==> src/rtl/core/csp_pkg.sv <==
// shared constants and types for the cylinder support point pipeline
package csp_pkg;

    // fixed-point and datapath widths
    localparam int DIR_W   = 32;
    localparam int MAG_W   = 31;
    localparam int SQ_W    = 64;
    localparam int ROOT_W  = 32;
    localparam int SREM_W  = 34;
    localparam int PROD_W  = 62;
    localparam int Q_W     = 31;
    localparam int DREM_W  = 33;
    localparam int SUM_W   = 34;

    // pipeline depths of the iterative units
    localparam int SQRT_STAGES = 32;
    localparam int DIV_STAGES  = 31;

    // configuration port
    localparam int CFG_IDX_W = 8;
    localparam logic [CFG_IDX_W-1:0] CFG_RADIUS      = 8'd0;
    localparam logic [CFG_IDX_W-1:0] CFG_HALF_HEIGHT = 8'd1;

    // 1.0 in Q16.16
    localparam logic [MAG_W-1:0] FIX_ONE = 31'd65536;

    // saturation limits in the widened sum format
    localparam logic signed [SUM_W-1:0] SAT_MAX = 34'sh0_7FFF_FFFF;
    localparam logic signed [SUM_W-1:0] SAT_MIN = -34'sh0_8000_0000;

    // per-item flags carried alongside the datapath
    typedef struct packed {
        logic             sgn_x;
        logic             sgn_y;
        logic             sgn_z;
        logic             mnz;
        logic [MAG_W-1:0] margin;
    } pre_t;

    // dividends waiting for the lengths
    typedef struct packed {
        logic [PROD_W-1:0] rx;
        logic [PROD_W-1:0] rz;
        logic [PROD_W-1:0] mx;
        logic [PROD_W-1:0] my;
        logic [PROD_W-1:0] mz;
    } prod_t;

    // flags carried through the divider
    typedef struct packed {
        pre_t pre;
        logic lw_nz;
        logic l_nz;
    } dvs_t;

endpackage

==> src/rtl/core/csp_sqrt.sv <==
// pipelined integer square root, one result bit per stage
module csp_sqrt (
    input  logic                          clk,
    input  logic                          en,
    input  logic [csp_pkg::SQ_W-1:0]      radicand,
    output logic [csp_pkg::ROOT_W-1:0]    root
);

    logic [csp_pkg::SREM_W-1:0] rem_reg  [csp_pkg::SQRT_STAGES-1];
    logic [csp_pkg::SQ_W-1:0]   op_reg   [csp_pkg::SQRT_STAGES-1];
    logic [csp_pkg::ROOT_W-1:0] root_reg [csp_pkg::SQRT_STAGES];

    for (genvar k = 0; k < csp_pkg::SQRT_STAGES; k++) begin : g_stage
        logic [csp_pkg::SREM_W-1:0] rem_in;
        logic [csp_pkg::SREM_W-1:0] rem_sh;
        logic [csp_pkg::SREM_W-1:0] trial;
        logic [csp_pkg::ROOT_W-1:0] root_in;
        logic [csp_pkg::SQ_W-1:0]   op_in;
        logic                       ge;
        logic [csp_pkg::SREM_W-1:0] rem_next;
        logic [csp_pkg::ROOT_W-1:0] root_next;

        // stage inputs
        if (k == 0) begin : g_first
            assign rem_in  = '0;
            assign root_in = '0;
            assign op_in   = radicand;
        end
        else begin : g_rest
            assign rem_in  = rem_reg[k-1];
            assign root_in = root_reg[k-1];
            assign op_in   = op_reg[k-1];
        end

        // bring in two radicand bits and try the next root bit
        assign rem_sh    = {rem_in[csp_pkg::SREM_W-3:0], op_in[csp_pkg::SQ_W-1 -: 2]};
        assign trial     = {root_in, 2'b01};
        assign ge        = (rem_sh >= trial);
        assign rem_next  = ge ? (rem_sh - trial) : rem_sh;
        assign root_next = {root_in[csp_pkg::ROOT_W-2:0], ge};

        always_ff @(posedge clk)
        begin
            if (en)
            begin
                root_reg[k] <= root_next;
            end
        end

        if (k < csp_pkg::SQRT_STAGES - 1) begin : g_carry
            always_ff @(posedge clk)
            begin
                if (en)
                begin
                    rem_reg[k] <= rem_next;
                    op_reg[k]  <= {op_in[csp_pkg::SQ_W-3:0], 2'b00};
                end
            end
        end
    end

    assign root = root_reg[csp_pkg::SQRT_STAGES-1];

endmodule

==> config.mk <==
export PLATFORM = sky130hd
export DESIGN_NAME = csp_sqrt
export DESIGN_NICKNAME = d
export VERILOG_FILES = /design/src/rtl/core/csp_pkg.sv /design/src/rtl/core/csp_sqrt.sv
export SDC_FILE = /design/constraint.sdc
export NUM_CORES = 2
export LEC_CHECK = 0
export CAP_MARGIN = 20
export CORE_MARGIN = 3
export CORE_UTILIZATION = 25
export CTS_CLUSTER_DIAMETER = 30
export DETAILED_ROUTE_END_ITERATION = 8
export DONT_BUFFER_PORTS = 1
export SYNTH_ARGS = -nofsm -noshare
export SYNTH_HDL_FRONTEND = slang
export SYNTH_SLANG_ARGS = --single-unit
==> constraint.sdc <==
create_clock -name clk -period 3.25 [get_ports clk]
set_clock_uncertainty 0.1 [all_clocks]
set_input_delay 0.325 -clock clk [delete_from_list [all_inputs] [get_ports clk]]
set_output_delay 0.325 -clock clk [all_outputs]
set_load 0.05 [all_outputs]
# Yosys cells after proc, flatten, opt, wreduce, memory -nomap -nowiden
# Memories as Yosys holds them, arrays and structs flattened.
# Cells that the tools add are included.
[totals]
reg_bits = 0
ram_bits = 4000
input_bits = 66
output_inout_bits = 32
elab_cells = 99
memories = 3
[mem_list]
columns = ["name", "words", "word_bits", "read_ports", "rd_clocked_by_memory_dff", "wr", "line_no", "rtl"]
rows = [
  ["op_reg", 31, 62, 31, 0, 31, "csp_sqrt.sv:10", "logic [csp_pkg::SQ_W-1:0] op_reg [csp_pkg::SQRT_STAGES-1];"],
  ["rem_reg", 31, 34, 31, 0, 31, "csp_sqrt.sv:9", "logic [csp_pkg::SREM_W-1:0] rem_reg [csp_pkg::SQRT_STAGES-1];"],
  ["root_reg", 32, 32, 32, 0, 32, "csp_sqrt.sv:11", "logic [csp_pkg::ROOT_W-1:0] root_reg [csp_pkg::SQRT_STAGES];"],
]
[classes]
addsub = 31
n_lt_le_gt_ge = 32
n_mux = 33
[ops]
columns = ["cell", "count"]
rows = [
  ["34-bit greater-or-equal comparator", 31],
  ["34-bit 2-to-1 mux", 31],
  ["34-bit subtractor", 30],
  ["2-bit by 1-bit subtractor with 3-bit output (second input constant)", 1],
  ["2-bit by 1-bit greater-or-equal comparator with 1-bit output (second input constant)", 1],
  ["1-bit 2-to-1 mux", 2],
]

# Depth between registers and ports, before layout
# An unclocked memory read counts as a cell.
[logic_depth]
ltp_word = 3
depth_mapped = 15
ltp_nobuf = 13

# Worst setup path after synthesis
# OpenSTA, ideal clock, no wires.
[synth_path]
path_kind = "register to register"
start = "memory rem_reg[11][34] (netlist bit)"
end = "memory rem_reg[12][29] (netlist bit) (data pin)"
setup_ns = 0.272
t_arrival_ns = 3.225
required_ns = 2.878
path_slack_ns = -0.347
stages_incl_launch_ff = 12
n_path_buf = 0
period_less_slack_ns = 3.597
cell_sequence = "edfxtp_1 -> ha_1 -> o21a_1 -> nor2_2 -> o21bai_1 -> a221o_1 -> a221o_1 -> a22o_1 -> o41a_1 -> a311o_1 -> a2111oi_2 -> xor2_1"
[synth_rtl]
columns = ["item", "line_no"]
rows = [
  ["from (decl)", "csp_sqrt.sv:9"],
]

==> flow_metrics.py <==
metrics = {
    "sta": {
        "hold_viol": 0,
        "setup_viol": 25,
        "finalWorstSetupSlack_ns": -0.328,
        "rsz0062_at_grt": "true",
        "fin_crit_ns": 3.58,
        "maxSlewHeadroom": 0.501,
        "fin_crit_sh": 1.10,
        "clock.fmax_mhz": 279,
        "slew_violations": 0,
        "hold_slack_ns": 0.252,
        "tightest_slew_ns": 0.742,
    },
    "clocking": {
        "cts_buffer_depth": 4,
        "clk_pin_slew_ns": 0.05,
        "htreeDepth": 6,
        "numCtsBuffers": 575,
        "cts_sinks": 2465,
        "cts_tree": "built",
        "clkLatencyLatePin_ns": 1.04,
        "cts-root-buf": "clkbuf_16",
    },
    "floorplan": {
        "die_height_um": 681,
        "die_area_um2": 463000,
        "core_um2": 453000,
        "die_x_um": 681,
        "initial_utilization": 0.251,
        "row_count": 247,
        "io_pins": 98,
    },
    "synthesis": {
        "synth_ff_type": "edfxtp_1",
        "async_reset_ff_frac": 0,
        "yosysUniqueCellTypes": 93,
        "seq_area_frac_synth": 0.651,
        "ys_warn_count": 0,
        "synthTopCellsByArea": "edfxtp_1 65%, ha_1 6.2%, xnor2_1 3.2%, xor2_1 2.8%, o21ai_0 2.4%",
        "yosysMostFrequentCell": "edfxtp_1",
        "synth_top_area_cell": "edfxtp_1",
        "synth-edff-count": 2465,
        "syn_nets": 9375,
        "ys_top_cells_by_count": "2465 x edfxtp_1, 723 x inv_1, 693 x nand2_1",
        "synth-seq-cells": 2465,
        "syn_area_per_cell_um2": 13.0,
        "synth_top_cell_area_share": 0.651,
        "netlist_instances": 8748,
        "syn-cell-area_um2": 114000,
    },
    "placement": {
        "dp_slack_ns": -0.517,
        "gp_congestion": 0.889,
        "dpl_cell_area_um2": 129000,
        "dp_hpwl_mm": 163,
        "io_buffers": 0,
    },
    "routing": {
        "first_pass_iters": 5,
        "wirelength_mm": 238,
        "via_per_inst": 4.28,
        "ant_nets": 0,
        "drcViolationCount": 0,
        "drtIter0Drc": 3962,
        "wl_per_cell_um": 14.1,
        "via_count": 72200,
    },
    "final_layout": {
        "drive_gt1_frac": 0.239,
        "final_nets": 11100,
        "fin_area_um2": 154000,
        "fill_cells": 43700,
        "largest_register_ffs": 992,
        "area_growth_pct": 35.8,
    },
    "grt": {
        "grt_first_pass_wirelength_mm": 374,
        "grt_use_total": 0.0975,
        "grt_pass1_vias": 73000,
        "antenna_found_initial": 1,
        "grt-ovfl-total": 0,
        "grt_max_degree": 142,
    },
    "run": {
        "max-cap-violations": 0,
    },
    "setup_path": {
        "cp.arrival_ns": 4.17,
        "required_ns": 3.85,
        "worstSetupStartpointType": "register",
        "path_class": "reg -> reg",
        "rr_worst_depth": 12,
        "critPathMaxFanout": 2,
        "end_kind": "register",
    },
    "power_and_ir_drop": {
        "ir_worst_vdd_mv": 0.688,
        "p_leak_nw": 59.9,
        "power_mw": 125,
        "power_density_nw_per_um2": 809,
    },
    "outcome": {
        "violations": "setup timing",
        "status": "complete, but fails checks",
    },
    "min_path": {
        "hold_path_class": "reg -> reg",
        "hold-path-cell-count": 0,
    },
}
## worst max-delay path, stage by stage, from the launching register on
cell	delay, ns
edfxtp_1	0.40
inv_2	0.09
ha_4	0.20
o21a_1	0.12
nor2_2	0.11
o21bai_1	0.10
a221o_1	0.38
a221o_1	0.38
a22o_1	0.27
o41a_1	0.35
a311o_1	0.40
a2111oi_4	0.34
xor2_1	0.11
## power by group
| group | internal (mW) | switching [mW] | total [mW] |
|---|---|---|---|
| combinational | 11.6 | 12.4 | 24.0 |
| clock | 39.2 | 18.6 | 57.8 |
| sequential | 40.5 | 2.69 | 43.2 |
| total | 91.3 | 33.7 | 125 |
## cells by family (layout without fill, tap and decap cells)
kind of cell | count (synthesis) | after routing | synth area share
mux | 62 | 62 | 0.00607
xor+xnor | 776 | 776 | 0.0597
compound gates | 1797 | 1798 | 0.0975
other cells | 1 | 2 | 0.0000330
flops | 2465 | 2465 | 0.651
buf+inv | 886 | 3042 | 0.0293
fa+ha+maj | 561 | 561 | 0.0617
simple gates | 2200 | 2200 | 0.0951
## cell usage in the layout, fill, tap and decap left out, drive strengths merged, types with 131 or more instances in the layout
master,instances
edfxtp,2465
buf,1129
inv,771
nand2,693
clkbuf,642
ha,561
o21ai,550
a21oi,486
nor2,440
xnor2,410
xor2,366
a21o,254
clkinv,226
nor3,207
dlygate4sd3,131
## metal layers
metal  vias to the layer above  part of all wire  global-route usage
met1                     34000              0.41               0.112
met3                       694             0.045              0.0201
li1                      36000                 -                   -
met5                         -                 0                   0
met4                         0             0.050              0.0478
met2                      1564              0.50               0.172
## stage by stage
| step | TNS (ns) | std cells | util |
|---|---|---|---|
| 3_3_place_gp | -28.17 | 15600 | 0.285 |
| 3_5_place_dp | -38.30 | 15600 | 0.285 |
| 6_report | -1.83 | 16900 | 0.341 |
| 2_1_floorplan | -1.04 | 8748 | - |
| 5_1_grt | -8.02 | 16900 | 0.341 |
| 4_1_cts | -1.18 | 16800 | 0.335 |
## area by class of cell
type	count	area [um2]	area share
Timing Repair Buffer	1269	11000	0.0713
Clock inverter	415	5270	0.0341
Clock buffer	633	14700	0.0951
Inverter	725	2730	0.0177
Multi-Input combinational cell	5398	39300	0.254
Tap cell	5976	7480	0.0484
Antenna cell	1	2.50	0.0000162
Sequential cell	2465	74000	0.479
## path summary, 6_finish.rpt
check                                 startpoint               to  slack [ns]
worst max-delay path            root_reg[1][224]  rem_reg[12][29]       -0.33
worst min-delay path              op_reg[0][554]   op_reg[0][618]        0.25
worst min register to register    op_reg[0][554]   op_reg[0][618]        0.25
worst max register to register  root_reg[1][224]  rem_reg[12][29]       -0.33
## timing repair
item / in CTS / in global routing
gates cloned: 4 / 10
resized for setup: 168 / 456
hold endpoints to repair: 347 / 0
buffers inserted: 30 / 103
pin swaps: 58 / 221
setup endpoints to repair: 315 / 605
hold buffers: 131 / 0
No activity file was read; power rests on OpenSTA's default activity.
