<file path="src/rtl/core/csp_pkg.sv">
// shared constants and types for the cylinder support point pipeline
package csp_pkg;

    // fixed-point and datapath widths
    localparam int DIR_W   = 32;
    localparam int MAG_W   = 31;
    localparam int SQ_W    = 64;
    localparam int ROOT_W  = 32;
    localparam int SREM_W  = 34;
    localparam int PROD_W  = 62;
    localparam int Q_W     = 31;
    localparam int DREM_W  = 33;
    localparam int SUM_W   = 34;

    // pipeline depths of the iterative units
    localparam int SQRT_STAGES = 32;
    localparam int DIV_STAGES  = 31;

    // configuration port
    localparam int CFG_IDX_W = 8;
    localparam logic [CFG_IDX_W-1:0] CFG_RADIUS      = 8'd0;
    localparam logic [CFG_IDX_W-1:0] CFG_HALF_HEIGHT = 8'd1;

    // 1.0 in Q16.16
    localparam logic [MAG_W-1:0] FIX_ONE = 31'd65536;

    // saturation limits in the widened sum format
    localparam logic signed [SUM_W-1:0] SAT_MAX = 34'sh0_7FFF_FFFF;
    localparam logic signed [SUM_W-1:0] SAT_MIN = -34'sh0_8000_0000;

    // per-item flags carried alongside the datapath
    typedef struct packed {
        logic             sgn_x;
        logic             sgn_y;
        logic             sgn_z;
        logic             mnz;
        logic [MAG_W-1:0] margin;
    } pre_t;

    // dividends waiting for the lengths
    typedef struct packed {
        logic [PROD_W-1:0] rx;
        logic [PROD_W-1:0] rz;
        logic [PROD_W-1:0] mx;
        logic [PROD_W-1:0] my;
        logic [PROD_W-1:0] mz;
    } prod_t;

    // flags carried through the divider
    typedef struct packed {
        pre_t pre;
        logic lw_nz;
        logic l_nz;
    } dvs_t;

endpackage

</file>
<file path="src/rtl/core/csp_div.sv">
// pipelined restoring divider, one quotient bit per stage
module csp_div (
    input  logic                          clk,
    input  logic                          en,
    input  logic [csp_pkg::PROD_W-1:0]    dividend,
    input  logic [csp_pkg::ROOT_W-1:0]    divisor,
    output logic [csp_pkg::Q_W-1:0]       quotient
);

    logic [csp_pkg::DREM_W-1:0] rem_reg [csp_pkg::DIV_STAGES-1];
    logic [csp_pkg::Q_W-1:0]    lo_reg  [csp_pkg::DIV_STAGES-1];
    logic [csp_pkg::ROOT_W-1:0] d_reg   [csp_pkg::DIV_STAGES-1];
    logic [csp_pkg::Q_W-1:0]    q_reg   [csp_pkg::DIV_STAGES];

    for (genvar k = 0; k < csp_pkg::DIV_STAGES; k++) begin : g_stage
        logic [csp_pkg::DREM_W-1:0] rem_in;
        logic [csp_pkg::Q_W-1:0]    lo_in;
        logic [csp_pkg::ROOT_W-1:0] d_in;
        logic [csp_pkg::Q_W-1:0]    q_in;
        logic [csp_pkg::DREM_W-1:0] rem_sh;
        logic                       ge;
        logic [csp_pkg::DREM_W-1:0] rem_next;

        // the high dividend bits start as the partial remainder
        if (k == 0) begin : g_first
            assign rem_in = {2'b00, dividend[csp_pkg::PROD_W-1:csp_pkg::Q_W]};
            assign lo_in  = dividend[csp_pkg::Q_W-1:0];
            assign d_in   = divisor;
            assign q_in   = '0;
        end
        else begin : g_rest
            assign rem_in = rem_reg[k-1];
            assign lo_in  = lo_reg[k-1];
            assign d_in   = d_reg[k-1];
            assign q_in   = q_reg[k-1];
        end

        // shift in the next dividend bit, subtract when it fits
        assign rem_sh   = {rem_in[csp_pkg::DREM_W-2:0], lo_in[csp_pkg::Q_W-1]};
        assign ge       = (rem_sh >= {1'b0, d_in});
        assign rem_next = ge ? (rem_sh - {1'b0, d_in}) : rem_sh;

        always_ff @(posedge clk)
        begin
            if (en)
            begin
                q_reg[k] <= {q_in[csp_pkg::Q_W-2:0], ge};
            end
        end

        if (k < csp_pkg::DIV_STAGES - 1) begin : g_carry
            always_ff @(posedge clk)
            begin
                if (en)
                begin
                    rem_reg[k] <= rem_next;
                    lo_reg[k]  <= {lo_in[csp_pkg::Q_W-2:0], 1'b0};
                    d_reg[k]   <= d_in;
                end
            end
        end
    end

    assign quotient = q_reg[csp_pkg::DIV_STAGES-1];

endmodule

</file>
<file path="config.mk">
export PLATFORM = sky130hd
export DESIGN_NAME = csp_div
export DESIGN_NICKNAME = d
export VERILOG_FILES = /design/src/rtl/core/csp_pkg.sv /design/src/rtl/core/csp_div.sv
export SDC_FILE = /design/constraint.sdc
export NUM_CORES = 2
export LEC_CHECK = 0
export BUFFER_PORTS_ARGS = -buffer_cell sky130_fd_sc_hd__buf_2
export CORE_MARGIN = 5
export CORE_UTILIZATION = 40
export DETAILED_ROUTE_END_ITERATION = 8
export HOLD_SLACK_MARGIN = 0.1
export PLACE_DENSITY = 0.6
export RECOVER_POWER = 25
export SLEW_MARGIN = 10
export SYNTH_ARGS = -nofsm -noshare
export SYNTH_HDL_FRONTEND = slang
export SYNTH_SLANG_ARGS = --single-unit
</file>
<file path="constraint.sdc">
create_clock -name clk -period 5.2 [get_ports clk]
set_input_delay 0.26 -clock clk [delete_from_list [all_inputs] [get_ports clk]]
set_output_delay 0.26 -clock clk [all_outputs]
set_load 0.01 [all_outputs]
</file>
After elaboration in Yosys (flattened, before gate mapping)

Memories as Yosys holds them, arrays and structs flattened.
Index checks and enable logic that the tools add are counted.
Widths: inputs -> output; s select.

Register bits after elaboration: 0
Memory bits (writable): 3811
Bits of input ports: 96
Output and inout port bits: 31
Word-level logic and storage cells: 97
Memories: 4

Memories:

| memory  | depth | width | rd ports | clocked after memory_dff | write ports | line          | source |
|---|---|---|---|---|---|---|---|
| rem_reg | 30    | 33    | 30       | 0                        | 30          | csp_div.sv:10 | `logic [csp_pkg::DREM_W-1:0] rem_reg [csp_pkg::DIV_STAGES-1];` |
| q_reg   | 31    | 31    | 31       | 0                        | 31          | csp_div.sv:13 | `logic [csp_pkg::Q_W-1:0] q_reg [csp_pkg::DIV_STAGES];` |
| d_reg   | 30    | 32    | 30       | 0                        | 30          | csp_div.sv:12 | `logic [csp_pkg::ROOT_W-1:0] d_reg [csp_pkg::DIV_STAGES-1];` |
| lo_reg  | 30    | 30    | 30       | 0                        | 30          | csp_div.sv:11 | `logic [csp_pkg::Q_W-1:0] lo_reg [csp_pkg::DIV_STAGES-1];` |

Add/sub/neg operators: 30
Magnitude comparators: 31
Muxes and demuxes: 32

Operators with widths:

| cell           | number |
|---|---|
| $ge 33x32->1   | 30 |
| $mux 33        | 30 |
| $sub 33x32->33 | 29 |
| $sub 32x32->33 | 1 |
| $ge 32x32->1   | 1 |
| $mux 1         | 2 |

Depth between registers and ports, before layout

An unclocked memory read counts as a cell.

Word-level depth: 3
Depth in mapped cells: 15
Depth with buffers taken out: 13

Worst setup path before layout

Ideal clock, no wire load.

Path kind: flip-flop to flip-flop
From: mem d_reg[21][0] in the netlist's numbering
To: mem rem_reg[5][96] in the netlist's numbering (data pin)
Arrival time: 3.349 ns
Data required time: 4.940 ns
Setup slack: 1.592 ns
Cell stages (with the launch flop): 13
Period minus slack after synthesis: 3.608 ns
Cell sequence: edfxtp_1 > ha_1 > fa_1 > nor2b_1 > o21bai_1 > a21boi_0 > o21ai_0 > o311ai_0 > a41oi_1 > o21ai_0 > a221oi_1 > xnor2_1 > mux2_2

RTL lines:

| item        | line |
|---|---|
| from (decl) | csp_div.sv:12 |
| to (decl)   | csp_div.sv:10 |

==> impl_table.tex <==
\begin{tabular}{lr}
\hline
Metric & Value \\
\hline
\multicolumn{2}{l}{\textbf{STA}} \\
\quad Unrepaired setup endpoints after global routing & no \\
\quad Maximum frequency from static timing analysis & 234 MHz \\
\quad Shortest period the worst path allows & between 4 and 5 ns \\
\quad Actual slew at the worst max-slew pin & around 1.1 ns \\
\quad \# setup viols final & 0 \\
\quad Max-slew violation count & 0 \\
\quad Slew Limit Headroom & 0.279 \\
\quad Worst-case clock skew & between 0.04 and 0.05 ns \\
\quad Sum of negative setup slack & 0 ns \\
\quad Period utilization & 0.822 \\
\quad Final Hold Vio Count & 0 \\
\quad Smallest setup slack after layout & around 0.93 ns \\
\multicolumn{2}{l}{\textbf{Synthesis}} \\
\quad Simple-gate share of the synthesized area & 0.0847 \\
\quad Main combinational cell family by area after synthesis & compound AO/OA/AOI/OAI gates \\
\quad Number of synthesized register bits & between 2000 and 3000 \\
\quad Cell area after synthesis & 0.151 mm² \\
\quad Sequential element share of the synthesized area & 0.572 \\
\quad Netlist cell types & a little over 90 \\
\quad Compound-gate portion of the synthesized area & 0.135 \\
\quad Avg Synthesized Cell Area & roughly 12 µm² \\
\quad Post-synthesis async set-or-reset flop share & 0 \\
\quad Number of nets in the synthesized netlist & 13820 \\
\quad Synthesized instance count & between 10000 and 15000 \\
\quad Syn. warnings & 0 \\
\quad Post-synthesis share of cell area spent on full adders, half adders and majority gates & 0.0861 \\
\quad Post-synthesis share of cell area spent on xor and xnor gates & 0.0455 \\
\quad Dominant register cell in the synthesized netlist & sky130\_fd\_sc\_hd\_\_edfxtp\_1 \\
\quad Mux cell area share after synthesis & 0.0364 \\
\quad Number of synthesized flops with an enable pin & slightly below 3000 \\
\multicolumn{2}{l}{\textbf{Clock network}} \\
\quad Source-to-sink clock delay at the later pin of the worst-skew pair & between 0.9 and 1 ns \\
\quad CTS tree & done \\
\quad Clk sinks & 2881 \\
\quad H-tree levels & 5 \\
\quad Root Driver & sky130\_fd\_sc\_hd\_\_clkbuf\_16 \\
\quad Clk buf depth & 4 \\
\quad Clock slew seen by the registers of the worst setup and hold paths & 0.06 ns \\
\quad Clock buffers created by TritonCTS & 330 \\
\quad Cts repair resizes & 0 \\
\multicolumn{2}{l}{\textbf{Hold path}} \\
\quad Path class of the lowest-slack min-delay path & input port to flip-flop \\
\multicolumn{2}{l}{\textbf{Power and ir drop}} \\
\quad Worst IR drop on VDD & between 200 and 300 µV \\
\quad Switching power total & 38900 µW \\
\quad Cell Int Power & roughly 67000 µW \\
\quad Share of power burned in registers & 0.352 \\
\quad Share of power burned in combinational logic & 0.432 \\
\quad Switching share of total power & 0.367 \\
\quad Power share of the clock group & 0.216 \\
\quad Leakage power summed over all cells & roughly 0.068 µW \\
\quad Cell area power density & 622 mW/mm² \\
\multicolumn{2}{l}{\textbf{Global route}} \\
\quad Vias in the first global route & 91891 \\
\quad Maximum number of pins on one net before global-route repair & between 150 and 200 \\
\quad First-pass GRT wire length & between 500000 and 600000 µm \\
\quad Global route overflow & 0 \\
\quad GR Util All Layers & 0.171 \\
\quad Initial antenna violation count & 4 \\
\multicolumn{2}{l}{\textbf{Worst setup path}} \\
\quad Data required time of the critical path & 5.84 ns \\
\quad Slowest CP cell & sky130\_fd\_sc\_hd\_\_a2111oi\_0 \\
\quad Kind of capture point of the worst setup path & flip-flop \\
\quad Arrival time at the worst endpoint & around 4.9 ns \\
\quad Element type at the critical path start & input port \\
\quad Type of the setup path with the least slack & input port to flip-flop \\
\quad Critical Path, Cell by Cell & dlygate4sd3\_1 > buf\_2 > ha\_1 > a21o\_1 > a21oi\_1 > nor2\_1 > a2111oi\_0 > o21bai\_1 > buf\_4 > a211o\_1 > a31o\_2 > a21oi\_1 > o21ai\_2 > buf\_4 > mux2\_2 > dlygate4sd3\_1 \\
\quad Crit path largest cell delay & 0.70 ns \\
\quad Critical Path Fanout Max & 32 \\
\multicolumn{2}{l}{\textbf{Die}} \\
\quad Effective utilization at floorplan & 0.402 \\
\quad Number of rows created at floorplan & between 200 and 250 \\
\quad Die extent in x & about 620 µm \\
\quad Count of boundary I/O pins & $\sim$130 \\
\quad Area of the core & roughly 0.38 mm² \\
\quad Floorplan die area & about 0.39 mm² \\
\quad Die Ht & 625 µm \\
\multicolumn{2}{l}{\textbf{Route}} \\
\quad DR pass1 iterations & 9 \\
\quad Routed length per instance & 18.8 µm \\
\quad Total routed wirelength & approximately 350000 µm \\
\quad Drc violations & 0 \\
\quad Number of antenna-violating nets in the routed design & 0 \\
\quad Routed vias/inst & 5.26 \\
\quad Total via count in the routed design & around 97000 \\
\quad Starting DRC count in detailed routing & 8097 \\
\multicolumn{2}{l}{\textbf{Place}} \\
\quad Buffers on Ports & 126 \\
\quad Placer congestion estimate & a little over 0.9 \\
\quad Worst setup slack before clock tree synthesis & $\sim$0.96 ns \\
\quad Final HPWL DP & around 250000 µm \\
\quad Cell count after placement & between 15000 and 20000 \\
\multicolumn{2}{l}{\textbf{Finish}} \\
\quad Proportion of layout cells with a drive suffix above 1 & 0.0959 \\
\quad Layout-stage area growth over the synthesis result & 12.7\% \\
\quad Share of the core filled with cells & 0.453 \\
\quad Final cell count without fillers & 18349 \\
\quad Fill cells & about 34000 \\
\quad Nets & around 14000 \\
\multicolumn{2}{l}{\textbf{Run}} \\
\quad Number of maximum-capacitance violations & 0 \\
\multicolumn{2}{l}{\textbf{Outcome}} \\
\quad Result of the run & complete, no violations \\
\hline
\end{tabular}
==> synthesized netlist by cell type (all sizes together), types with 82 or more instances <==
cell,instances,share of area
edfxtp,2881,0.57
inv,1238,0.031
a21oi,1034,0.034
ha,992,0.082
o21ai,782,0.026
nand2,778,0.019
nor2,697,0.017
a21o,478,0.024
xnor2,455,0.026
mux2,452,0.034
xor2,330,0.019
clkbuf,286,0.0071
nand3,222,0.0074
nand4,194,0.0080
o21a,158,0.0078
nor3,154,0.0051
nor2b,146,0.0061
o21bai,124,0.0062
nand2b,113,0.0047
and3,97,0.0040
a31oi,95,0.0039
a211oi,90,0.0046
o31ai,82,0.0041
==> worst max-delay path, delay by kind of cell <==
family	cells	cell delay [ns]
buffers and inverters	5	1.73
muxes	1	0.34
adders and majority gates	1	0.37
and+or+nand+nor	1	0.07
AOI/OAI and AO/OA	8	2.11
==> through the flow <==
stage / hold WS (ns) / power (µW) / area [µm²]
detailed placement: 0.405 / 82700 / 158000
global placement: 0.400 / 82600 / 158000
CTS: 0.136 / 107000 / 170000
floorplan: 0.359 / 70700 / 151000
finish: 0.246 / 106000 / 170000
global route: 0.196 / 113000 / 170000
==> area by class of cell <==
| class | instances | area [µm²] | area share |
|---|---|---|---|
| tap | 4994 | 6250 | 0.0367 |
| inverter | 1239 | 4650 | 0.0273 |
| antenna | 1 | 2.50 | 0.0000147 |
| sequential | 2881 | 86500 | 0.508 |
| timing repair buffer | 399 | 3410 | 0.0200 |
| multi-input combinational | 8239 | 58800 | 0.345 |
| clock inverter | 208 | 2040 | 0.0120 |
| clock buffer | 388 | 8600 | 0.0505 |
==> layer usage <==
metal  up-vias  global-route usage  wire, µm
met1     46163               0.241    161000
met5         -                   0         0
met3       486              0.0276     17600
met4         0              0.0484     10100
li1      47787                   -         -
met2      2122               0.274    157000
==> power groups by stage <==
stage          Sequential [µW]  Combinational (µW)  Clock [µW]
6_report                 37300               45700       22800
5_1_grt                  37800               50800       24700
4_1_cts                  37400               45400       23700
3_5_place_dp             37800               45000           0
3_3_place_gp             37900               44600           0
2_1_floorplan            35600               35100           0
==> final timing paths <==
check | start | slack, ns | cells after the start | endpoint
worst max-delay path | dividend[34] | 0.93 | 16 | rem_reg[0][21]$_DFFE_PP_
worst max register to register | d_reg[4][0]$_DFFE_PP_ | 0.99 | 13 | rem_reg[1][61]$_DFFE_PP_
worst min-delay path | dividend[46] | 0.25 | 3 | rem_reg[0][16]$_DFFE_PP_
worst min register to register | lo_reg[1][103]$_DFFE_PP_ | 0.39 | 0 | lo_reg[2][14]$_DFFE_PP_
==> cell usage in the layout, fill, tap and decap left out, types with 113 or more instances in the layout <==
| master | Yosys | routed |
|---|---|---|
| sky130_fd_sc_hd__a21o_1 | 478 | 478 |
| sky130_fd_sc_hd__a21oi_1 | 1033 | 1033 |
| sky130_fd_sc_hd__buf_2 | 39 | 125 |
| sky130_fd_sc_hd__clkbuf_16 | 0 | 336 |
| sky130_fd_sc_hd__dlygate4sd3_1 | 0 | 167 |
| sky130_fd_sc_hd__edfxtp_1 | 2881 | 2881 |
| sky130_fd_sc_hd__ha_1 | 992 | 992 |
| sky130_fd_sc_hd__inv_1 | 1238 | 1238 |
| sky130_fd_sc_hd__mux2_2 | 445 | 445 |
| sky130_fd_sc_hd__nand2_1 | 778 | 776 |
| sky130_fd_sc_hd__nand2b_1 | 113 | 113 |
| sky130_fd_sc_hd__nand3_1 | 222 | 222 |
| sky130_fd_sc_hd__nand4_1 | 194 | 194 |
| sky130_fd_sc_hd__nor2_1 | 697 | 697 |
| sky130_fd_sc_hd__nor2b_1 | 145 | 145 |
| sky130_fd_sc_hd__nor3_1 | 154 | 154 |
| sky130_fd_sc_hd__o21a_1 | 158 | 157 |
| sky130_fd_sc_hd__o21ai_0 | 765 | 764 |
| sky130_fd_sc_hd__o21bai_1 | 124 | 124 |
| sky130_fd_sc_hd__xnor2_1 | 455 | 455 |
| sky130_fd_sc_hd__xor2_1 | 330 | 330 |
==> cell families after synthesis <==
group / count (synthesis)
multiplexers: 490
buffers and inverters: 1582
adder cells (fa/ha/maj): 1022
flip-flops: 2881
AO/OA/AOI/OAI: 3271
AND/OR/NAND/NOR: 2671
XOR/XNOR: 785
==> repair_timing <==
item                                   CTS  global route
endpoints found under the hold margin  150             0
hold buffers                           167             0
setup endpoints to repair                0             0
buffers inserted                         0             0
Note: power is estimated with default switching activity, not from simulation.
